==> config.mk <==
export PLATFORM = sky130hd
export DESIGN_NAME = sacnru_queue
export DESIGN_NICKNAME = d
export VERILOG_FILES = /design/src/hdl/sacnru_pkg.sv /design/src/hdl/sacnru_queue.sv
export SDC_FILE = /design/constraint.sdc
export NUM_CORES = 1
export LEC_CHECK = 0
export BUFFER_PORTS_ARGS = -buffer_cell sky130_fd_sc_hd__buf_2
export CORE_ASPECT_RATIO = 1.4
export CORE_MARGIN = 3
export CORE_UTILIZATION = 44
export DETAILED_ROUTE_END_ITERATION = 8
export PLACE_DENSITY = 0.72
export SYNTH_ARGS = -nofsm -noshare
export SYNTH_HDL_FRONTEND = slang
export SYNTH_SLANG_ARGS = --single-unit
==> constraint.sdc <==
create_clock -name clk -period 1.7 [get_ports clk]
set_clock_uncertainty 0.2 [all_clocks]
set_input_delay 0.34 -clock clk [delete_from_list [all_inputs] [get_ports clk]]
set_output_delay 0.34 -clock clk [all_outputs]
set_load 0.01 [all_outputs]
==> src/hdl/sacnru_pkg.sv <==
`timescale 1ns / 1ps
// ----------------------------------------------------------------------------
// sacnru_pkg
// Shared constants, register indexes and the configuration bundle of the
// set-associative NRU cache.
// ----------------------------------------------------------------------------
package sacnru_pkg;

  localparam int ADDR_BITS_DEF     = 32;
  localparam int MAX_SETS_LOG2_DEF = 8;
  localparam int MAX_WAYS_DEF      = 8;
  localparam int QUEUE_DEPTH       = 2;

  // configuration register indexes
  localparam logic [1:0] REG_OFFSET_BITS = 2'd0;
  localparam logic [1:0] REG_SETS_LOG2   = 2'd1;
  localparam logic [1:0] REG_WAYS_USED   = 2'd2;
  localparam logic [1:0] REG_INDEX_MASK  = 2'd3;

  // register values after reset
  localparam logic [4:0]  RST_OFFSET_BITS = 5'd2;
  localparam logic [3:0]  RST_SETS_LOG2   = 4'd4;
  localparam logic [3:0]  RST_WAYS_USED   = 4'd4;
  localparam logic [31:0] RST_INDEX_MASK  = 32'd60;

  typedef struct packed {
    logic [4:0]  offset_bits;
    logic [3:0]  sets_log2;
    logic [3:0]  ways_used;
    logic [31:0] index_mask;
  } cfg_t;

endpackage

==> src/hdl/sacnru_queue.sv <==
`timescale 1ns / 1ps
// ----------------------------------------------------------------------------
// sacnru_queue
// Short FIFO between the lookup front end and the set update back end.
// ----------------------------------------------------------------------------
module sacnru_queue
  import sacnru_pkg::*;
#(
  parameter int DATA_W = 8,
  parameter int DEPTH  = QUEUE_DEPTH
) (
  input  logic              clk,
  input  logic              rst_n,
  input  logic              push_valid,
  output logic              push_ready,
  input  logic [DATA_W-1:0] push_data,
  output logic              pop_valid,
  input  logic              pop_ready,
  output logic [DATA_W-1:0] pop_data
);

  localparam int PTR_W = (DEPTH > 1) ? $clog2(DEPTH) : 1;
  localparam int CNT_W = $clog2(DEPTH + 1);
  localparam logic [PTR_W-1:0] LAST_PTR = PTR_W'(DEPTH - 1);

  logic [DATA_W-1:0] store_r [DEPTH];
  logic [PTR_W-1:0]  wr_ptr_r, wr_ptr_nxt;
  logic [PTR_W-1:0]  rd_ptr_r, rd_ptr_nxt;
  logic [CNT_W-1:0]  count_r, count_nxt;
  logic              do_push, do_pop;

  assign push_ready = (count_r != CNT_W'(DEPTH));
  assign pop_valid  = (count_r != '0);
  assign pop_data   = store_r[rd_ptr_r];
  assign do_push    = push_valid && push_ready;
  assign do_pop     = pop_valid && pop_ready;

  always_comb begin
    wr_ptr_nxt = wr_ptr_r;
    rd_ptr_nxt = rd_ptr_r;
    count_nxt  = count_r;
    if (do_push) begin
      wr_ptr_nxt = (wr_ptr_r == LAST_PTR) ? '0 : wr_ptr_r + 1'b1;
    end
    if (do_pop) begin
      rd_ptr_nxt = (rd_ptr_r == LAST_PTR) ? '0 : rd_ptr_r + 1'b1;
    end
    if (do_push && !do_pop) begin
      count_nxt = count_r + 1'b1;
    end else if (do_pop && !do_push) begin
      count_nxt = count_r - 1'b1;
    end
  end

  always_ff @(posedge clk) begin
    if (!rst_n) begin
      wr_ptr_r <= '0;
      rd_ptr_r <= '0;
      count_r  <= '0;
    end else begin
      wr_ptr_r <= wr_ptr_nxt;
      rd_ptr_r <= rd_ptr_nxt;
      count_r  <= count_nxt;
    end
  end

  always_ff @(posedge clk) begin
    if (do_push) begin
      store_r[wr_ptr_r] <= push_data;
    end
  end

endmodule

==> Word-level counts from Yosys, hierarchy flattened <==
Memories as Yosys holds them, arrays and structs flattened. A register that Yosys moved wholly into a read port is not among the register bits.
Cells that the tools add are included.
{ "totals": {"ramBits": 16, "n_memories": 1, "latch_bits": 0, "output_inout_bits": 10, "rom_bits": 0, "input_bits": 12, "regBits": 4} }
{ "op_classes": {"addsub": 4, "n_lt_le_gt_ge": 0, "eq_ne": 1, "div": 0, "reduce_logical": 8, "shifts": 0, "bitwise_logic": 0, "n_mux": 8, "n_mul": 0} }
{ "mem_list": {"columns": ["name", "words", "word_bits", "rd", "rd_ports_with_merged_regs", "write_ports", "line", "text"], "rows": [
  ["store_r", 2, 8, 1, 1, 1, "sacnru_queue.sv:26", "logic [DATA_W-1:0] store_r [DEPTH];"]
]} }
{ "ops": {"columns": ["cell", "count"], "rows": [
  ["$mux 1", 6],
  ["$logic_and 1x1->1", 4],
  ["$mux 2", 2],
  ["$reduce_bool 2->1", 2],
  ["$add 1x1->1 const B", 2],
  ["$add 2x1->2 const B", 1],
  ["$logic_not 1->1", 2],
  ["$ne 2x2->1 const B", 1],
  ["$sub 2x1->2 const B", 1]
]} }

==> Longest topological paths before layout <==
Gate-level depths: netlist of the first run.
{ "depth": {"word_depth": 6, "ltp_mapped": 6, "ltp_nobuf": 6} }

==> Worst setup path after synthesis of the first run <==
OpenSTA, ideal clock, no wires.
{ "synth_path": {"path_type": "register to register", "from": "register count_r[0]", "to": "register count_r[1]", "required_ps": 1430, "path_slack_ps": 1, "stages_incl_launch_ff": 6, "arrival_ps": 1429, "path_cell_list": "dfxtp_1 > nand2b_4 > and2_1 > ha_1 > or3_1 > a21oi_1"} }
{ "synth_via": {"elab_chain_cells": 5, "elab_cells_between_ends": 13} }
{ "synth_lines": {"columns": ["element", "line", "text"], "rows": [
  ["start: declaration", "sacnru_queue.sv:29", "logic [CNT_W-1:0] count_r, count_nxt;"],
  ["start signal: assignment", "sacnru_queue.sv:63", "count_r <= count_nxt;"],
  ["$ne 2x2->1 *", "sacnru_queue.sv:32", "assign push_ready = (count_r != CNT_W'(DEPTH));"],
  ["via push_ready", "sacnru_queue.sv:15", "output logic push_ready,"],
  ["$logic_and 1x1->1 *", "sacnru_queue.sv:35", "assign do_push = push_valid && push_ready;"],
  ["$logic_not 1->1", "sacnru_queue.sv:50", "end else if (do_pop && !do_push) begin"],
  ["$logic_and 1x1->1", "sacnru_queue.sv:50", null],
  ["$reduce_bool 2->1 (no source line)", null, null]
]} }
Mark *: on every way through the listed nets, which the timed path passes. The rest lies on a longest branch. The select of a mux whose other input is x is not followed.
A chain may end at the register's enable or synchronous reset.

==> results.toml, run 1 <==
[status]
status = "finished, violations left"
violations = "setup timing"

[floorplan]
core_region_area_mm2 = 0.00166
die_h_um = 56.8
pin_count = 22
initial_core_util_pct = 48.8
std_cell_rows = 17
die-area_mm2 = 0.00240
die-width_um = 42.3

[global_routing]
grt_antenna_before_repair = 0
grt_max_degree = 12
grt_pass1_vias = 529
overflow = 0
grtUsageTotal_pct = 12.7
grt_pass1_wl_um = 2300

[place]
dp_worst_setup_slack_ps = -15.5
port_buffers = 21
gp_congestion = 0.733
place_area_um2 = 956

[power_and_ir_drop]
power_switching_uw = 478
pwr-share-clk_pct = 13.4
p_per_area_mw_per_mm2 = 1480
swShare_pct = 28.6
p_int_mw = 1.19
power_frac_comb_pct = 41.5
seqPwrFrac_pct = 45.1
power_leakage_nw = 0.465
ir_drop_uv = 801

[layout]
drive_above_1_share_pct = 60.8
area_growth_pct = 39.4
stdcell_area_mm2 = 0.00113
antenna_cells = 0
layout.nets = 93
fillers = 123

[synthesis]
synthTopCellsByArea = "edfxtp_1 (59%), dfxtp_1 (12%), mux2_2 (11%), xor2_1 (3.2%), nand2b_4 (1.7%)"
synth_edf_count = 16
syn-num-nets = 63
ys_ff_latch = 21
synth.most_common_cell = "edfxtp_1"
syn_area_per_cell_um2 = 16.2
yosys.area.top_type = "edfxtp_1"
synth_warnings = 0
synth-main-ff-cell = "edfxtp_1"
synth_top_area_share_pct = 59.4
syn-cell-area_um2 = 810
netlist_instances = 50
synth_common_cells = "edfxtp_1 (16), mux2_2 (8), dfxtp_1 (5), nor2_1 (3), xor2_1 (3)"
ys_seq_area_share_pct = 71.7
yosysUniqueCellTypes = 17
async_reset_ff_share_pct = 0

[timing]
setup-violations-final = 9
hold_viol = 0
setup_slack_ps = -34.7
clock.fmax_ghz = 0.576
grt_setup_unrepaired = "true"
min_period_ps = 1730
worst_pin_slew_ps = 389
period_share_pct = 102
drv_slew = 0
relSlewSlack_pct = 74.1

[setup_path]
critical_path_class = "flop to primary output"
slowest_stage = "dfxtp_4"
arrival_ps = 1190
r2r_start = "count_r[0]$_SDFFE_PN0P_"
critPathMaxFanout = 8
crit_chain = "mux2_4 > buf_6"
cp_data_required_time_ps = 1160
endpoint_kind = "primary output"
setup.reg_to_reg.worst_slack_ps = -10
start_kind = "flop"
rr_endpoint = "count_r[1]$_SDFFE_PN0P_"
slowest_delay_ps = 460
reg2reg_depth = 6

[routing]
dr.pass1.iters = 2
first_iter_violations = 5
ant_nets = 0
wl_um = 1380
wl_per_cell_um = 14.1
detail_route.vias_per_cell = 4.97
vias = 487
drc = 0

[cts]
h-tree-depth = 1
clockBufferDepth = 2
clk_root_buffer_cell = "clkbuf_4"
numClockSinks = 21
cts_buffers = 3
insertion_delay_ps = 290
clkTransAtPathRegs_ps = 100
cts_tree = "built"

[min_path]
hp-start = "push_data[1]"
hold_path_end = "store_r[1][1]$_DFFE_PP_"
hp-class = "input port to flop"
holdPathStages = 1

[run]
cap_violations = 0
## stage by stage
| step | util [%] | hold slack, ps | std cells | total power [mW] | TNS, ps |
|---|---|---|---|---|---|
| finish | 68.0 | 30.8 | 98 | 1.67 | -237 |
| global route | 68.0 | 16.5 | 98 | 1.77 | -665 |
| CTS | 64.9 | 18.9 | 96 | 1.59 | -337 |
| detailed placement | 57.6 | 297 | 92 | 1.19 | -15.5 |
| global placement | 57.6 | 287 | 92 | 1.17 | 0 |
| floorplan | - | 239 | 50 | 1.01 | 0 |
## flip-flops by register name, summed over array words and instances, names as in the netlist, named ones only
register,flops
wr_ptr_r,1
store_r,16
count_r,2
rd_ptr_r,1
## power by group through the flow
stage | clock, mW | sequential, mW | combinational, mW
floorplan | 0 | 0.697 | 0.313
global placement | 0 | 0.724 | 0.447
detailed placement | 0 | 0.731 | 0.457
CTS | 0.238 | 0.742 | 0.608
global route | 0.258 | 0.765 | 0.747
finish | 0.224 | 0.752 | 0.693
## metal layers
layer	wire, um	track usage [%]	vias to the layer above
li1	-	-	240
met1	503	14.1	231
met2	806	22.7	14
met3	65	2.56	2
met4	9	5.33	0
met5	0	0	-
## final cells by class
cell class,instances,area [um^2],area share (%)
clock buffer,4,26.3,2.33
inverter,2,7.51,0.665
multi-input combinational,26,279,24.7
sequential,21,589,52.2
tap,19,23.8,2.11
timing repair buffer,26,203,18.0
## kinds of logic after synthesis
| family | share of synthesized area, % |
|---|---|
| adders and majority gates | 1.55 |
| buffers and inverters | 1.55 |
| xor gates and xnor gates | 3.25 |
| AOI/OAI and AO/OA | 3.71 |
| muxes | 11.1 |
| DFF | 71.7 |
| and+or+nand+nor | 7.11 |
## layout by cell type, fill, tap and decap left out, types with 2 or more instances in the layout
master	instances
buf_6	10
nor2_1	3
edfxtp_1	16
clkbuf_4	3
inv_1	2
xor2_1	2
mux2_4	8
dfxtp_1	2
buf_4	4
buf_2	12
dfxtp_4	2
## repair_timing
action | in CTS | in global routing
buffers inserted | 0 | 2
setup endpoints to repair | 10 | 10
hold buffers | 0 | 0
gates resized for setup | 22 | 9
pin swaps | 2 | 4
## critical path, delay by kind of cell, from the launching register on
family | cells | cell delay, ps
multiplexers | 1 | 330
buffers and inverters | 1 | 120
flip-flops | 1 | 460
## how the worst max path moves through the flow
stage	slack, ps	end	depth (start not counted)	startpoint
6_report	-30	pop_data[7]	2	flop
5_1_grt	-80	pop_data[7]	2	flop
3_3_place_gp	50	count_r[1]$_SDFFE_PN0P_	4	count_r[1]$_SDFFE_PN0P_
4_1_cts	-50	pop_data[7]	2	flop
2_1_floorplan	1	count_r[1]$_SDFFE_PN0P_	5	count_r[0]$_SDFFE_PN0P_
3_5_place_dp	-20	count_r[1]$_SDFFE_PN0P_	5	count_r[1]$_SDFFE_PN0P_
(Power assumes the default switching activity.)
==> run 2, diff against run 1 <==
--- a/config.mk
+++ b/config.mk
@@ -11,6 +11,7 @@
 export CORE_UTILIZATION = 44
 export DETAILED_ROUTE_END_ITERATION = 8
 export PLACE_DENSITY = 0.72
+export REMOVE_ABC_BUFFERS = 1
 export SYNTH_ARGS = -nofsm -noshare
 export SYNTH_HDL_FRONTEND = slang
 export SYNTH_SLANG_ARGS = --single-unit
==> run 2 against run 1 <==
  * The run still ends with setup timing left
  * Critical endpoint is now pop_data[1]
  * Highest routed layer unchanged
  * Flip-flop and latch count did not move
  * Critical path type unchanged
  * Sequential power fell by 5.3%
  * Die area did not move
  * Cell count rose by 3.1%
==> results.toml, run 2 (synthesis gave the netlist of run 1 again) <==
[status]
status = "finished, violations left"
violations = "setup timing"

[floorplan]
pin_count = 22
die-area_mm2 = 0.00240
initial_core_util_pct = 48.8
std_cell_rows = 17
die-width_um = 42.3
die_h_um = 56.8
core_region_area_mm2 = 0.00166

[power_and_ir_drop]
swShare_pct = 29.3
p_per_area_mw_per_mm2 = 1500
ir_drop_uv = 918
power_frac_comb_pct = 45.5
seqPwrFrac_pct = 41.1
p_total_mw = 1.73
power_leakage_nw = 0.484
pwr-share-clk_pct = 13.4
p_int_mw = 1.22
power_switching_uw = 507

[routing]
wl_per_cell_um = 15.0
wl_um = 1520
vias = 516
drc = 0
ant_nets = 0
first_iter_violations = 4
detail_route.vias_per_cell = 5.11
dr.pass1.iters = 4

[layout]
area_growth_pct = 42.7
layout_top_registers = "store_r (16), count_r (2)"
largest_reg_flops = 16
antenna_cells = 0
drive_above_1_share_pct = 63.4
max_flop_register = "store_r"
mostFrequentLayoutCell = "edfxtp_1"
layout.nets = 96
final_cell_mix = "edfxtp_1 (16), buf_2 (12), buf_6 (9)"
final_cells = 101

[timing]
hold_viol = 0
drv_slew = 0
grt_setup_unrepaired = "true"
worst_pin_slew_ps = 340
clock.fmax_ghz = 0.568
tns_ps = -483
setup-violations-final = 10
relSlewSlack_pct = 77.3
setup_slack_ps = -60.2
period_share_pct = 104
min_period_ps = 1760

[setup_path]
arrival_ps = 1220
critical_path_class = "flop to primary output"
cp_data_required_time_ps = 1160
setup.reg_to_reg.worst_slack_ps = -40
start_kind = "flop"
critPathMaxFanout = 8
r2r_start = "count_r[0]$_SDFFE_PN0P_"
endpoint_kind = "primary output"
rr_endpoint = "count_r[1]$_SDFFE_PN0P_"
reg2reg_depth = 6

[run]
cap_violations = 0

[cts]
hold_buffers = 0
numClockSinks = 21
insertion_delay_ps = 290
clk_root_buffer_cell = "clkbuf_4"
h-tree-depth = 1
clkTransAtPathRegs_ps = 110
cts_tree = "built"
cts_buffers = 3
clockBufferDepth = 2

[min_path]
hold_path_end = "store_r[1][1]$_DFFE_PP_"
hp-start = "push_data[1]"
hp-class = "input port to flop"
holdPathStages = 1

[global_routing]
grt_antenna_before_repair = 0
overflow = 0
grtUsageTotal_pct = 13.0
grt_pass1_vias = 547
grt_pass1_wl_um = 2340
grt_max_degree = 13

[place]
dp_worst_setup_slack_ps = -14.5
dp_hpwl_um = 976
gp_congestion = 0.597
dpl.cell_count = 95
port_buffers = 21
==> run 2: metal layers <==
layer	vias to the layer above	global-route usage [%]	routed length, um
met3	4	2.24	81
met1	249	15.1	615
li1	242	-	-
met5	-	0	0
met4	0	8.44	29
met2	21	21.6	791
==> run 2: worst max path at each step <==
stage / endpoint / slack [ps] / depth (start not counted)
CTS: pop_data[1] / -60 / 3
detailed placement: count_r[1]$_SDFFE_PN0P_ / -10 / 5
floorplan: count_r[1]$_SDFFE_PN0P_ / 1 / 5
global placement: count_r[1]$_SDFFE_PN0P_ / 30 / 5
global route: count_r[1]$_SDFFE_PN0P_ / -100 / 6
finish: pop_data[1] / -60 / 3
==> run 2: stage by stage <==
stage / area, um^2 / util [%] / hold slack [ps]
floorplan: 805 / - / 239
global placement: 978 / 59.0 / 296
detailed placement: 978 / 59.0 / 304
CTS: 1100 / 66.5 / 15.8
global route: 1150 / 69.6 / 18.9
finish: 1150 / 69.6 / 20.8
==> run 2: cell type report <==
cell class | count | area (um^2)
repair buffers | 29 | 229
clock buffers | 3 | 22.5
flip-flops and latches | 21 | 587
fillers | 121 | 504
multi-input cells | 26 | 280
clock inverters | 1 | 5.00
inverters | 2 | 7.51
well taps | 19 | 23.8
==> run 2: power by group through the flow <==
stage / clock, mW / combinational (mW) / sequential, mW
2_1_floorplan: 0 / 0.289 / 0.714
3_3_place_gp: 0 / 0.493 / 0.701
3_5_place_dp: 0 / 0.504 / 0.707
4_1_cts: 0.238 / 0.657 / 0.709
5_1_grt: 0.250 / 0.850 / 0.724
6_report: 0.232 / 0.787 / 0.712
==> run 2: worst max-delay path: stages, from the launching register on <==
cell and delay (ps):
dfxtp_2 350, buf_8 140, mux2_4 310, buf_6 120
==> run 2: timing repair <==
action                                  4_1_cts  5_1_grt
buffers inserted                              0        2
pin swaps                                     2        4
endpoints found under the setup margin        9        9
resized for setup                            24        8
