<file path="config.mk">
export PLATFORM = sky130hd
export DESIGN_NAME = sacnru_front
export DESIGN_NICKNAME = d
export VERILOG_FILES = /design/src/hdl/sacnru_pkg.sv /design/src/hdl/sacnru_front.sv
export SDC_FILE = /design/constraint.sdc
export NUM_CORES = 1
export LEC_CHECK = 0
export BUFFER_PORTS_ARGS = -buffer_cell sky130_fd_sc_hd__buf_4
export CAP_MARGIN = 20
export CELL_PAD_IN_SITES_DETAIL_PLACEMENT = 1
export CELL_PAD_IN_SITES_GLOBAL_PLACEMENT = 2
export CORE_MARGIN = 4
export CORE_UTILIZATION = 38
export CTS_CLUSTER_SIZE = 25
export DETAILED_ROUTE_END_ITERATION = 16
export PLACE_DENSITY = 0.85
export SYNTH_ARGS = -nofsm -noshare
export SYNTH_HDL_FRONTEND = slang
export SYNTH_SLANG_ARGS = --single-unit
</file>
<file path="constraint.sdc">
create_clock -name clk -period 3.7 [get_ports clk]
set_clock_uncertainty 0.1 [all_clocks]
set_input_delay 1.11 -clock clk [delete_from_list [all_inputs] [get_ports clk]]
set_output_delay 1.11 -clock clk [all_outputs]
set_load 0.05 [all_outputs]
</file>
<file path="src/hdl/sacnru_pkg.sv">
`timescale 1ns / 1ps
// ----------------------------------------------------------------------------
// sacnru_pkg
// Shared constants, register indexes and the configuration bundle of the
// set-associative NRU cache.
// ----------------------------------------------------------------------------
package sacnru_pkg;

  localparam int ADDR_BITS_DEF     = 32;
  localparam int MAX_SETS_LOG2_DEF = 8;
  localparam int MAX_WAYS_DEF      = 8;
  localparam int QUEUE_DEPTH       = 2;

  // configuration register indexes
  localparam logic [1:0] REG_OFFSET_BITS = 2'd0;
  localparam logic [1:0] REG_SETS_LOG2   = 2'd1;
  localparam logic [1:0] REG_WAYS_USED   = 2'd2;
  localparam logic [1:0] REG_INDEX_MASK  = 2'd3;

  // register values after reset
  localparam logic [4:0]  RST_OFFSET_BITS = 5'd2;
  localparam logic [3:0]  RST_SETS_LOG2   = 4'd4;
  localparam logic [3:0]  RST_WAYS_USED   = 4'd4;
  localparam logic [31:0] RST_INDEX_MASK  = 32'd60;

  typedef struct packed {
    logic [4:0]  offset_bits;
    logic [3:0]  sets_log2;
    logic [3:0]  ways_used;
    logic [31:0] index_mask;
  } cfg_t;

endpackage

</file>
<file path="src/hdl/sacnru_front.sv">
`timescale 1ns / 1ps
// ----------------------------------------------------------------------------
// sacnru_front
// Accepts access addresses and forms the tag and set index. The positions of
// the index bits are worked out from the mask by a one-bit-a-cycle scan.
// ----------------------------------------------------------------------------
module sacnru_front
  import sacnru_pkg::*;
#(
  parameter int ADDR_BITS     = ADDR_BITS_DEF,
  parameter int MAX_SETS_LOG2 = MAX_SETS_LOG2_DEF,
  parameter int IDX_W         = (MAX_SETS_LOG2 > 0) ? MAX_SETS_LOG2 : 1
) (
  input  logic                 clk,
  input  logic                 rst_n,
  input  cfg_t                 cfg,
  input  logic                 mask_wr,
  input  logic                 in_valid,
  output logic                 in_ready,
  input  logic [31:0]          in_address,
  output logic                 push_valid,
  input  logic                 push_ready,
  output logic [ADDR_BITS-1:0] push_tag,
  output logic [IDX_W-1:0]     push_idx
);

  localparam int AB_W = $clog2(ADDR_BITS);
  localparam int SB_W = $clog2(ADDR_BITS + 1);

  logic [SB_W-1:0]      scan_b_r;
  logic [SB_W-1:0]      k_r;
  logic [IDX_W-1:0]     en_r;
  logic [AB_W-1:0]      pos_r [IDX_W];
  logic                 scan_busy;
  logic                 mask_bit;
  logic [ADDR_BITS-1:0] addr_lim;

  assign scan_busy = (scan_b_r != SB_W'(ADDR_BITS));
  assign mask_bit  = cfg.index_mask[scan_b_r[AB_W-1:0]];

  // rescan after reset and after every mask write
  always_ff @(posedge clk) begin
    if (!rst_n || mask_wr) begin
      scan_b_r <= '0;
      k_r      <= '0;
      en_r     <= '0;
    end else if (scan_busy) begin
      if (mask_bit) begin
        for (int j = 0; j < IDX_W; j++) begin
          if (k_r == SB_W'(j) && j < MAX_SETS_LOG2) begin
            pos_r[j] <= scan_b_r[AB_W-1:0];
            en_r[j]  <= 1'b1;
          end
        end
        k_r <= k_r + 1'b1;
      end
      scan_b_r <= scan_b_r + 1'b1;
    end
  end

  assign addr_lim = in_address[ADDR_BITS-1:0];

  always_comb begin
    if ({1'b0, cfg.offset_bits} >= 6'(ADDR_BITS)) begin
      push_tag = '0;
    end else begin
      push_tag = addr_lim >> cfg.offset_bits;
    end
    for (int j = 0; j < IDX_W; j++) begin
      push_idx[j] = en_r[j] && (4'(j) < cfg.sets_log2) && addr_lim[pos_r[j]];
    end
  end

  assign in_ready   = !scan_busy && push_ready;
  assign push_valid = in_valid && !scan_busy;

endmodule

</file>
-- After elaboration in Yosys (flattened, before gate mapping)
Memories as Yosys holds them, arrays and structs flattened.
Cells that the tools add are included.
- register bits after elaboration: 20
- bits in latches: 0
- memory bits (writable): 40
- bits in read-only memories: 0
- logic and storage cells: 156
- memories kept: 1
- add/subtract/negate cells: 2
- multiply operators: 0
- div/mod/pow operators: 0
- magnitude comparators: 17
- equal/unequal tests: 8
- shift-type cells: 1
- multiplexer cells: 79
- bitwise gates (word level): 0
- reductions and logical operators: 38
- memories (memory ; depth ; bits a word ; read ports ; clocked after memory_dff ; wr ports ; line ; RTL):
    pos_r ; 8 ; 5 ; 8 ; 0 ; 1 ; sacnru_front.sv:33 ; logic [AB_W-1:0] pos_r [IDX_W];
- operators with widths (cell ; count):
    2-to-1 mux 1 bit ; 56
    < comparator 5 x 6 -> 1 bit (second input constant) ; 9
    binary-select mux 1 bit (select 5 bit) ; 9
    2-to-1 mux 5 bit ; 7
    OR reduction 5 bit ; 7
    >> shifter 32 x 5 -> 32 bit ; 1
    equality test 6 x 3 -> 1 bit (second input constant) ; 4
    AND reduction 3 bit ; 8
    2-to-1 mux 3 bit ; 7
    logical AND 1 bit ; 18
    < comparator 3 x 4 -> 1 bit (first input constant) ; 4
    adder 6 x 1 -> 6 bit (second input constant) ; 2
    equality test 6 x 2 -> 1 bit (second input constant) ; 2
    < comparator 1 x 4 -> 1 bit (first input constant) ; 2
    < comparator 2 x 4 -> 1 bit (first input constant) ; 2
    equality test 6 x 1 -> 1 bit (second input constant) ; 1
    logical NOT 6 bit ; 1
    inequality test 6 bit (second input constant) ; 1
    logical NOT 1 bit ; 2
    AND reduction 2 bit ; 1
    logical OR 1 bit ; 1

-- Longest topological paths before layout
Gate-level depths: netlist (run 1).
- word-level depth: 14
- gate-level depth with buffers: 9

-- Worst setup path before layout (run 1)
Ideal clock, no wire load.
- path type: input to output
- from: input cfg[40] (netlist name)
- to: output push_tag[1]
- data arrival time: 3.277 ns
- setup slack: -0.787 ns
- cell stages on the path: 8
- cells stage by stage: buf_4 -> buf_6 -> buf_6 -> mux2i_1 -> mux2i_1 -> mux2_2 -> nor2_1 -> o31ai_1
- longest elaborated chain between the ends: 1
- ends and longest elaborated chain (item ; line ; RTL):
    start: declaration ; sacnru_front.sv:16 ; input cfg_t cfg,
    >> shifter 32 x 5 -> 32 bit ; sacnru_front.sv:67 ; push_tag = addr_lim >> cfg.offset_bits;
    end: declaration ; sacnru_front.sv:23 ; output logic [ADDR_BITS-1:0] push_tag,
Every way passes these cells.

-- Worst setup path after layout (run 1)
- from: input cfg[40] (netlist name)
- to: output push_tag[10]
Same word-level chain as after synthesis.

==> results of run 1 <==
-- kinds of logic (layout without fill, tap and decap cells) --
kind of cell,after synthesis,count (layout),share of synthesized area (%)
adder cells (fa/ha/maj),6,6,1.231
AND/OR/NAND/NOR,115,115,10.12
other,0,1,0
XOR/XNOR,6,6,0.8621
AO/OA/AOI/OAI,71,71,7.533
buffers and inverters,64,260,4.926
flip-flops,60,60,26.27
multiplexers,175,175,49.06
-- registers in the layout (all words and copies together), names as in the netlist --
| name | count |
|---|---|
| scan_b_r | 6 |
| k_r | 6 |
| en_r | 8 |
| pos_r | 40 |
-- worst max-delay path, stage by stage --
cell and delay [ns]:
buf_16 0.11, mux4_2 0.55, mux2i_1 0.25, nor2_1 0.09, a21oi_1 0.34, o22ai_2 0.14
buf_6 0.18
-- cell type report --
type | count | share of cell area, %
repair buffers | 236 | 28.38
clock buffers | 9 | 2.229
inverters | 8 | 0.3468
well taps | 216 | 2.675
clock inverters | 7 | 0.6687
multi-input cells | 373 | 49.82
flip-flops and latches | 60 | 15.85
diodes | 1 | 0.02477
-- synthesized netlist by cell type (all sizes together) --
| library cell | count | area share, % |
|---|---|---|
| o221a | 1 | 0.18 |
| nor3b | 4 | 0.49 |
| o21a | 1 | 0.12 |
| ha | 6 | 1.2 |
| and2 | 9 | 0.92 |
| nand3b | 4 | 0.70 |
| o21ai | 19 | 1.6 |
| o211ai | 2 | 0.25 |
| nand4 | 3 | 0.41 |
| mux2i | 64 | 11 |
| xnor2 | 4 | 0.57 |
| nand2b | 6 | 0.62 |
| and4b | 1 | 0.16 |
| nand2 | 16 | 1.0 |
| mux2 | 15 | 2.8 |
| a21oi | 17 | 1.4 |
| nand3 | 6 | 0.49 |
| clkbuf | 34 | 2.1 |
| nor3 | 6 | 0.66 |
| or3 | 7 | 0.72 |
| a211oi | 12 | 1.5 |
| a22o | 11 | 1.6 |
| a221oi | 1 | 0.14 |
| nor4 | 2 | 0.21 |
| xor2 | 2 | 0.29 |
| nor2b | 10 | 1.0 |
| o31ai | 1 | 0.12 |
| o22ai | 3 | 0.31 |
| mux4 | 96 | 36 |
| or2 | 1 | 0.10 |
| or3b | 1 | 0.14 |
| a211o | 2 | 0.29 |
| nor2 | 38 | 2.3 |
| buf | 22 | 2.3 |
| inv | 8 | 0.49 |
| and3 | 1 | 0.10 |
| a31oi | 1 | 0.10 |
| dfxtp | 20 | 6.6 |
| edfxtp | 40 | 20 |
-- through the flow --
stage	instance area [um^2]	util [%]
finish	10100	63.83
global route	10100	63.83
CTS	9278	58.62
detailed placement	7971	50.36
global placement	7971	50.36
floorplan	6409	-
-- routing by layer --
metal / up-vias / share of wire [%] / global-route usage, %
met5: - / 0.066 / 0
met4: 4 / 6.8 / 10.07
met3: 163 / 12 / 6.483
met2: 508 / 48 / 46.41
met1: 3138 / 34 / 34.76
li1: 2399 / - / -
-- how the worst min path moves through the flow --
stage | startpoint | end | slack, ns | cells after the start
2_1_floorplan | en_r[5] | en_r[5] | 0.34 | 1
3_3_place_gp | en_r[6] | en_r[6] | 0.36 | 1
3_5_place_dp | en_r[5] | en_r[5] | 0.36 | 1
4_1_cts | en_r[5] | en_r[5] | 0.38 | 1
5_1_grt | en_r[3] | en_r[3] | 0.41 | 1
6_report | en_r[2] | en_r[2] | 0.39 | 1
-- where the power goes --
group          leakage (uW)  internal (uW)  switching (uW)
clock network      0.000139            517             330
registers          0.000524            716            7.14
logic               0.00311            596             602
total               0.00378           1830             939
-- what timing repair did --
action	CTS	global route
setup buffers	4	11
pin swaps	15	16
endpoints found under the setup margin	39	39
gates resized for setup	204	78
gates cloned	7	15
endpoints found under the hold margin	0	0
==> summary.md, run 1 <==
| Metric | Value |
|---|---|
| Status | finished, violations left |
| Failing checks | setup timing |
| Pre-CTS setup slack | -0.4932 ns |
| Cts hold-fix bufs | 0 |
| Worst-path maximum fanout | 5 |
| Vias | 6212 |
| Reported max-cap violation count | 0 |
| FF-to-FF End | pos_r[0][3] |
| Initial antenna violation count | 3 |
| Area of the core | 15830 um^2 |
| IO Port Bufs | 119 |
| Max_slew headroom | 51.64% |
| Setup crit end kind | output pin |
| Final Slew Violations | 0 |
| Critical Path Start | cfg[40] |
| Hold crit path type | register to register |
| Fin Setup TNS | -5.933 ns |
| Crit path required time | 2.49 ns |
| IO Count | 124 |
| Crit path launch type | primary input |
| DR vias/cell | 6.826 |
| RSZ-0062 raised after global routing | true |
| Clock Tree Buf Depth | 2 |
| Row count | 46 |
| DRC errors left | 0 |
| Post-DRT Antenna Nets | 0 |
| Fmax | 250.9 MHz |
| Inserted Clock Buffers | 9 |
| Seq/Total Area, Yosys | 26.27% |
| Final WS setup | -0.2862 ns |
| CTS clk-pin slew, worst paths | 0.05 ns |
| Die Wd | 134.7 um |
| Layout Area Growth over Synthesis | 65.74% |
| R2R cell count | 7 |
| Worst-Margin Slew | 0.7239 ns |
| Cells after DPL | 859 |
| Non-Filler Instances | 910 |
| Multi-input logic area | 5034 um^2 |
| Share of cells above drive strength 1 | 68.69% |
| Leak | 0.003777 uW |
| Final HPWL DP | 16.19 mm |
| DRT Wirelength | 31.74 mm |
| Maximum VDD drop | 0.1816 mV |
| Initial DRC count | 741 |
| H-tree levels | 3 |
| Period utilization | 107.7% |
| Period minus WS final | 3.986 ns |
| DIE AREA | 18130 um^2 |
| Power per cell area | 274.0 nW/um^2 |
| Design Power | 2768 uW |
| Leading cell types in the layout, fill and taps excluded | 117 x buf_4, 91 x mux4_2, 58 x buf_6, 40 x edfxtp_1, 34 x buf_12 |
| Root Driver | clkbuf_16 |
| Reg-to-reg slack, setup | 0.62 ns |
| Drt pass-1 iters | 5 |
| CTS tree | built |
| Latest clock arrival within the worst-skew pair | 0.33 ns |
| Leading cell type in the layout, fill and taps excluded | buf_4 |
| DR WL/cell | 34.88 um |
| First-pass GRT wire length | 37.97 mm |
| Final setup viols | 34 |
| Vias in the first global route | 6271 |
| Post-Synthesis Cells | 497 |
| GR Overflow Total | 0 |
| Gr usage total | 27.55% |
| Layout Nets | 776 |
| Yosys Warn Count | 0 |
| Die Height | 134.7 um |
| Initial core utilization | 38.51% |
| Post-Synthesis Cell Area | 6096 um^2 |
| Hold_ws | 0.3895 ns |
| Largest net degree at the start of global routing | 36 |
| Syn_nets | 585 |
| Hold Fails Final Rpt | 0 |
| Critical Path End | push_tag[10] |
| WP data arrival | 2.78 ns |
| GP Congestion | 0.8462 |
| Mean Syn Cell Area | 12.27 um^2 |
| Library cells used by synthesis | 50 |
| Storage cell area | 1602 um^2 |
| Crit Path Category | primary input to output pin |
| Seq cells post-synth | 60 |
| R2R Path Start | scan_b_r[3] |
| Clk sinks | 60 |
| Fill count | 1484 |
(Power assumes the default switching activity.)
==> inputs of run 2 (changes only) <==
CTS_BUF_LIST = sky130_fd_sc_hd__clkbuf_4 sky130_fd_sc_hd__clkbuf_8 sky130_fd_sc_hd__clkbuf_16   (was default)
REMOVE_ABC_BUFFERS = 1   (was default)
==> run 2 against run 1 <==
Count of clock-buffer cells in the layout unchanged. The flow still finishes with violations (setup timing). Die area unchanged. Hold slack gained 0.0046 ns. Sequential share of layout area is 0.31 points higher. Critical path type unchanged. Largest cell class unchanged. Cell count down 1.6%. Non-clock buffer count shrank 15. Sequential power hardly changed. Total power is 6.8% higher.
==> summary.md, run 2 (synthesis results as in run 1) <==
| Metric | Value |
|---|---|
| Crit path launch type | primary input |
| IO Count | 124 (unchanged) |
| Layout Area Growth over Synthesis | 62.60% |
| Period utilization | 108.7% (+1.0 points) |
| Largest Register | pos_r |
| Reported max-cap violation count | 0 (unchanged) |
| Worst-path maximum fanout | 5 (unchanged) |
| Largest regs | pos_r (40), en_r (8) |
| Share of cells above drive strength 1 | 66.22% (-2.5 points) |
| Final Slew Violations | 0 (unchanged) |
| WP data arrival | 2.81 ns (+0.03 ns) |
| Initial antenna violation count | 1 (-2) |
| Sw Ratio | 32.13% (-1.8 points) |
| Crit path cell chain | buf_12 -> mux4_2 -> mux4_2 -> mux2i_2 -> buf_4 -> nor3b_2 -> buf_6 |
| First-pass GRT wire length | 41.06 mm (+8.1%) |
| Gr usage total | 30.49% (+2.9 points) |
| DIE AREA | 18130 um^2 (unchanged) |
| IO Port Bufs | 119 (unchanged) |
| Status | finished, violations left |
| Crit path required time | 2.49 ns (about the same) |
| GRT busiest layer | met2 |
| CTS clk-pin slew, worst paths | 0.05 ns (about the same) |
| Inserted Clock Buffers | 9 (unchanged) |
| Die Wd | 134.7 um (unchanged) |
| DR WL/cell | 36.98 um (+6.0%) |
| Final setup viols | 33 (-2.9%) |
| CTS tree | built |
| Critical-path top delay cell | mux4_2 |
| RSZ-0062 raised after global routing | true |
| Clock Tree Buf Depth | 2 (unchanged) |
| Crit Path Category | primary input to output pin |
| Layout Nets | 761 (-1.9%) |
| DRC errors left | 0 (unchanged) |
| Met2 Usage GRT | 51.86% (+5.4 points) |
| R2R cell count | 7 (unchanged) |
| Post-DRT Antenna Nets | 0 (unchanged) |
| Area of the core | 15830 um^2 (unchanged) |
| Int Pwr | 2007 uW (+9.7%) |
| Failing checks | setup timing |
| Reg-to-reg slack, setup | 0.63 ns (about the same) |
| Leak | 0.003707 uW (-1.9%) |
| Hold Path End | k_r[5] |
| Met1 Use GR | 36.00% (+1.2 points) |
| R2R Path Start | scan_b_r[1] |
| Latest clock arrival within the worst-skew pair | 0.35 ns (+0.02 ns) |
| Power per cell area | 298.3 nW/um^2 (+8.9%) |
| Root Driver | clkbuf_16 |
| Met3 usage | 8.532% (+2.0 points) |
| Vias in the first global route | 6477 (+3.3%) |
| Worst Hold Launch | k_r[5] |
| Max_slew headroom | 44.22% (-7.4 points) |
| Cts hold-fix bufs | 0 (unchanged) |
| Non-Filler Instances | 895 (-1.6%) |
| DRT Wirelength | 33.10 mm (+4.3%) |
| Die Height | 134.7 um (unchanged) |
| Clk pwr share | 36.3% (+5.7 points) |
| Hold path depth | 2 (+1) |
| Final core utilization | 62.62% (-1.2 points) |
| Final WS setup | -0.3237 ns (-0.03753 ns) |
| DR vias/cell | 7.149 (+4.7%) |
| Combinational fraction of design power | 39.1% (-4.2 points) |
| Cells after DPL | 844 (-1.7%) |
| Top delay family on crit path | multiplexers |
| Vias | 6398 (+3.0%) |
| Leading cell type in the layout, fill and taps excluded | buf_4 |
| Fmax | 248.5 MHz (-0.93%) |
| Net Switching | 950.0 uW (+1.2%) |
| Initial core utilization | 38.51% (unchanged) |
| GP Congestion | 0.8521 (+0.70%) |
| Final HPWL DP | 15.95 mm (-1.5%) |
| Drt pass-1 iters | 6 (+1) |
| Largest register FFs | 40 (unchanged) |
| Row count | 46 (unchanged) |
| Worst-Margin Slew | 0.8350 ns (+0.1111 ns) |
| Largest net degree at the start of global routing | 32 (-11%) |
| Crit-path most repeated cell | mux4_2 |
| GR Overflow Total | 0 (unchanged) |
| Initial DRC count | 876 (+18%) |
| Maximum VDD drop | 0.2738 mV (+51%) |
| Hold Fails Final Rpt | 0 (unchanged) |
| Critical path's largest stage delay | 0.51 ns (-0.04 ns) |
| Reg power frac | 24.5% (-1.6 points) |
| FF-to-FF End | pos_r[1][2] |
| Hold crit path type | register to register |
| Period minus WS final | 4.024 ns (+0.03753 ns) |
| H-tree levels | 3 (unchanged) |
| Leading cell types in the layout, fill and taps excluded | 105 x buf_4, 91 x mux4_2, 56 x buf_6, 40 x edfxtp_1, 31 x buf_12 |
| WP buf/inv | 3 (+1) |
| Clk sinks | 60 (unchanged) |
| Setup crit end kind | output pin |
==> run 2: power groups by stage <==
stage / clock [uW] / combinational, uW / sequential, uW
after floorplan: 0 / 400 / 739
after global placement: 0 / 722 / 737
after detailed placement: 0 / 746 / 738
after CTS: 1060 / 935 / 724
after global routing: 1110 / 1180 / 726
final: 1070 / 1160 / 726
==> run 2: worst register-to-register path, stage by stage, from the launching register on <==
cell and delay [ns]:
dfxtp_1 0.71, buf_4 0.30, nor3b_1 0.20, a221oi_1 0.11, nand4_1 0.20, nand2_2 0.13
nor3_2 0.60, and2_1 0.41
==> run 2: stage by stage <==
step / TNS (ns) / area (um^2) / power (uW) / setup WS [ns] / hold slack [ns]
after floorplan: -7.871 / 5826 / 1139 / -0.5729 / 0.3409
after global placement: -7.183 / 7550 / 1459 / -0.3151 / 0.3606
after detailed placement: -8.595 / 7550 / 1484 / -0.3556 / 0.3702
after CTS: -2.546 / 9156 / 2720 / -0.2568 / 0.3879
after global routing: -6.474 / 9910 / 3009 / -0.3589 / 0.4124
final: -5.561 / 9912 / 2956 / -0.3237 / 0.3941
==> run 2: worst max-delay path by stage <==
stage	cells past startpoint	startpoint	slack, ns	to
3_5_place_dp	7	in_address[31]	-0.36	push_idx[2]
4_1_cts	7	in_address[31]	-0.26	push_idx[2]
3_3_place_gp	7	in_address[31]	-0.32	push_idx[2]
2_1_floorplan	6	cfg[41]	-0.57	push_tag[19]
6_report	7	in_address[11]	-0.32	push_idx[2]
5_1_grt	7	in_address[11]	-0.36	push_idx[2]
==> run 2: layout make-up <==
cell class / instances / area, um^2
diodes: 1 / 2.502
clock buffers: 9 / 225.2
clock inverters: 7 / 146.4
fillers: 1469 / 5916
inverters: 8 / 35.03
multi-input cells: 373 / 4923
flip-flops and latches: 60 / 1602
well taps: 216 / 270.3
repair buffers: 221 / 2708
==> run 2: layer usage <==
metal  wire length, um  part of all wire [%]
met1             10870                    33
met2             16110                    49
met3              3654                    11
met4              2457                   7.4
met5                12                 0.036
==> run 2: what timing repair did <==
item | 4_1_cts | 5_1_grt
gates resized for setup | 224 | 112
setup endpoints to repair | 36 | 38
gates cloned | 12 | 7
buffers inserted | 12 | 10
pin swaps | 28 | 34
==> inputs of run 3 (changes only) <==
SKIP_CTS_REPAIR_TIMING = 1   (was default)
==> run 3 against run 2 <==
Total power decreased by 5.1%. Utilization fell by 3.9 points. The run still ends with setup timing left. Global-route usage shrank 6.8 points. Register-to-register slack improved by 0.07 ns. Largest power group is now the clock network. Hold slack improved by 0.00085 ns. Highest routed layer is now met4. Design area is 6.3% lower. Die area did not move. Count of clock-buffer cells in the layout is the same.
==> summary.md, run 3 (synthesis results as in run 1) <==
| Metric | Value |
|---|---|
| Worst Hold Launch | k_r[5] |
| Antenna cell count | 0 (-1) |
| RSZ-0062 raised after global routing | true |
| R2R cell count | 7 (unchanged) |
| CTS tree | built |
| Maximum VDD drop | 0.2856 mV (+4.3%) |
| WL met2 | 13.54 mm (-16%) |
| GR Overflow Total | 0 (unchanged) |
| Hold Path End | k_r[5] |
| Layout Area Growth over Synthesis | 52.42% |
| Vias | 5763 (-9.9%) |
| DR WL/cell | 30.25 um (-18%) |
| Largest regs | pos_r (40), en_r (8) |
| DRT Wirelength | 26.50 mm (-20%) |
| DR vias/cell | 6.579 (-8.0%) |
| Crit path launch type | primary input |
| IO Port Bufs | 119 (unchanged) |
| First-pass GRT wire length | 33.20 mm (-19%) |
| Crit path required time | 2.49 ns (about the same) |
| Worst-Margin Slew | 0.7626 ns (-0.07243 ns) |
| Share of cells above drive strength 1 | 63.64% (-2.6 points) |
| Failing checks | setup timing |
| Highest metal used | met4 |
| Leading cell types in the layout, fill and taps excluded | 113 x buf_4, 91 x mux4_2, 54 x buf_6, 40 x edfxtp_1, 26 x mux2i_1 |
| Hold crit path type | register to register |
| Layout Nets | 743 (-2.4%) |
| Reg-to-reg slack, setup | 0.70 ns (+0.07 ns) |
| Hold Fails Final Rpt | 0 (unchanged) |
| Largest net degree at the start of global routing | 32 (unchanged) |
| WP data arrival | 2.76 ns (-0.05 ns) |
| Drt pass-1 iters | 7 (+1) |
| Inserted Clock Buffers | 9 (unchanged) |
| Setup crit end kind | output pin |
| DIE AREA | 18130 um^2 (unchanged) |
| FF-to-FF End | pos_r[0][7] |
| Crit Path Category | primary input to output pin |
| Leading cell type in the layout, fill and taps excluded | buf_4 |
| Final setup viols | 34 (+3.0%) |
| WL met3 | 2.318 mm (-37%) |
| Worst-path maximum fanout | 12 (+7) |
| Final WS setup | -0.2668 ns (+0.05693 ns) |
| Leak | 0.003458 uW (-6.7%) |
| Initial DRC count | 544 (-38%) |
| Cells after DPL | 844 (unchanged) |
| Fmax | 252.1 MHz (+1.4%) |
| Reported max-cap violation count | 0 (unchanged) |
| Die Height | 134.7 um (unchanged) |
| H-tree levels | 3 (unchanged) |
| Hold path depth | 2 (unchanged) |
| Final core utilization | 58.70% (-3.9 points) |
| Area of the core | 15830 um^2 (unchanged) |
| DRC errors left | 0 (unchanged) |
| R2R Path Start | scan_b_r[1] |
| Vias in the first global route | 5888 (-9.1%) |
| IO Count | 124 (unchanged) |
| Row count | 46 (unchanged) |
| Clk sinks | 60 (unchanged) |
| Root Driver | clkbuf_16 |
| Final HPWL DP | 15.95 mm (unchanged) |
| Clock Tree Buf Depth | 2 (unchanged) |
| Die Wd | 134.7 um (unchanged) |
| Max_slew headroom | 49.06% (+4.8 points) |
| Latest clock arrival within the worst-skew pair | 0.34 ns (about the same) |
| Power per cell area | 301.9 nW/um^2 (+1.2%) |
| Largest Register | pos_r |
| Largest register FFs | 40 (unchanged) |
| Period utilization | 107.2% (-1.5 points) |
| Post-DRT Antenna Nets | 0 (unchanged) |
| CTS clk-pin slew, worst paths | 0.05 ns (about the same) |
| Initial antenna violation count | 0 (-1) |
| GP Congestion | 0.8521 (unchanged) |
| Status | finished, violations left |
| Design Power | 2806 uW (-5.1%) |
| Fill count | 1551 (+5.6%) |
| Initial core utilization | 38.51% (unchanged) |
| Period minus WS final | 3.967 ns (-0.05693 ns) |
| Final Slew Violations | 0 (unchanged) |
| Gr usage total | 23.70% (-6.8 points) |
| DRT met1 WL | 9.777 mm (-10%) |
| Non-Filler Instances | 876 (-2.1%) |
## run 3: cell types whose count changed in the layout (fill, tap and decap cells not counted), sizes merged
cell,previous run,this run
diode,1,0
buf,214,196
## run 3: how the worst max path moves through the flow
stage	start	slack, ns	endpoint	depth (start not counted)
detailed placement	in_address[31]	-0.36	push_idx[2]	7
floorplan	cfg[41]	-0.57	push_tag[19]	6
global route	in_address[0]	-0.28	push_idx[7]	7
CTS	in_address[31]	-0.36	push_idx[2]	7
finish	in_address[17]	-0.27	push_idx[3]	7
global placement	in_address[31]	-0.32	push_idx[2]	7
## run 3: report_power, final
| part | leakage, uW | switching [uW] | internal, uW | total [uW] |
|---|---|---|---|---|
| registers | 0.000524 | 8.59 | 716 | 725 |
| logic | 0.00275 | 527 | 492 | 1020 |
| clock network | 0.000180 | 331 | 730 | 1060 |
| total | 0.00346 | 867 | 1940 | 2810 |
## run 3: critical path, cell delays in order
cell and delay (ns):
buf_6 0.15, mux4_2 0.46, mux4_2 0.49, mux2i_1 0.19, buf_4 0.15, nor2_2 0.04
buf_6 0.16
## run 3: area by class of cell
cell class / count / area [um^2] / area share, %
clock inverter: 7 / 146.4 / 1.576
tap: 216 / 270.3 / 2.909
clock buffer: 9 / 225.2 / 2.424
timing repair buffer: 203 / 2205 / 23.73
sequential: 60 / 1602 / 17.24
multi-input combinational: 373 / 4813 / 51.80
inverter: 8 / 30.03 / 0.3232
## run 3: layer usage
metal  GRT usage [%]  vias to the layer above
li1                -                     2332
met1           30.97                     3000
met2           39.83                      368
met3           5.067                       63
met4           7.014                        0
met5               0                        -
## run 3: per-stage QoR
| step | TNS (ns) | area, um^2 | setup slack (ns) | hold slack, ns |
|---|---|---|---|---|
| 3_3_place_gp | -7.183 | 7550 | -0.3151 | 0.3606 |
| 6_report | -4.921 | 9291 | -0.2668 | 0.3950 |
| 2_1_floorplan | -7.871 | 5826 | -0.5729 | 0.3409 |
| 5_1_grt | -6.189 | 9291 | -0.2824 | 0.4156 |
| 4_1_cts | -8.832 | 7921 | -0.3634 | 0.3879 |
| 3_5_place_dp | -8.595 | 7550 | -0.3556 | 0.3702 |
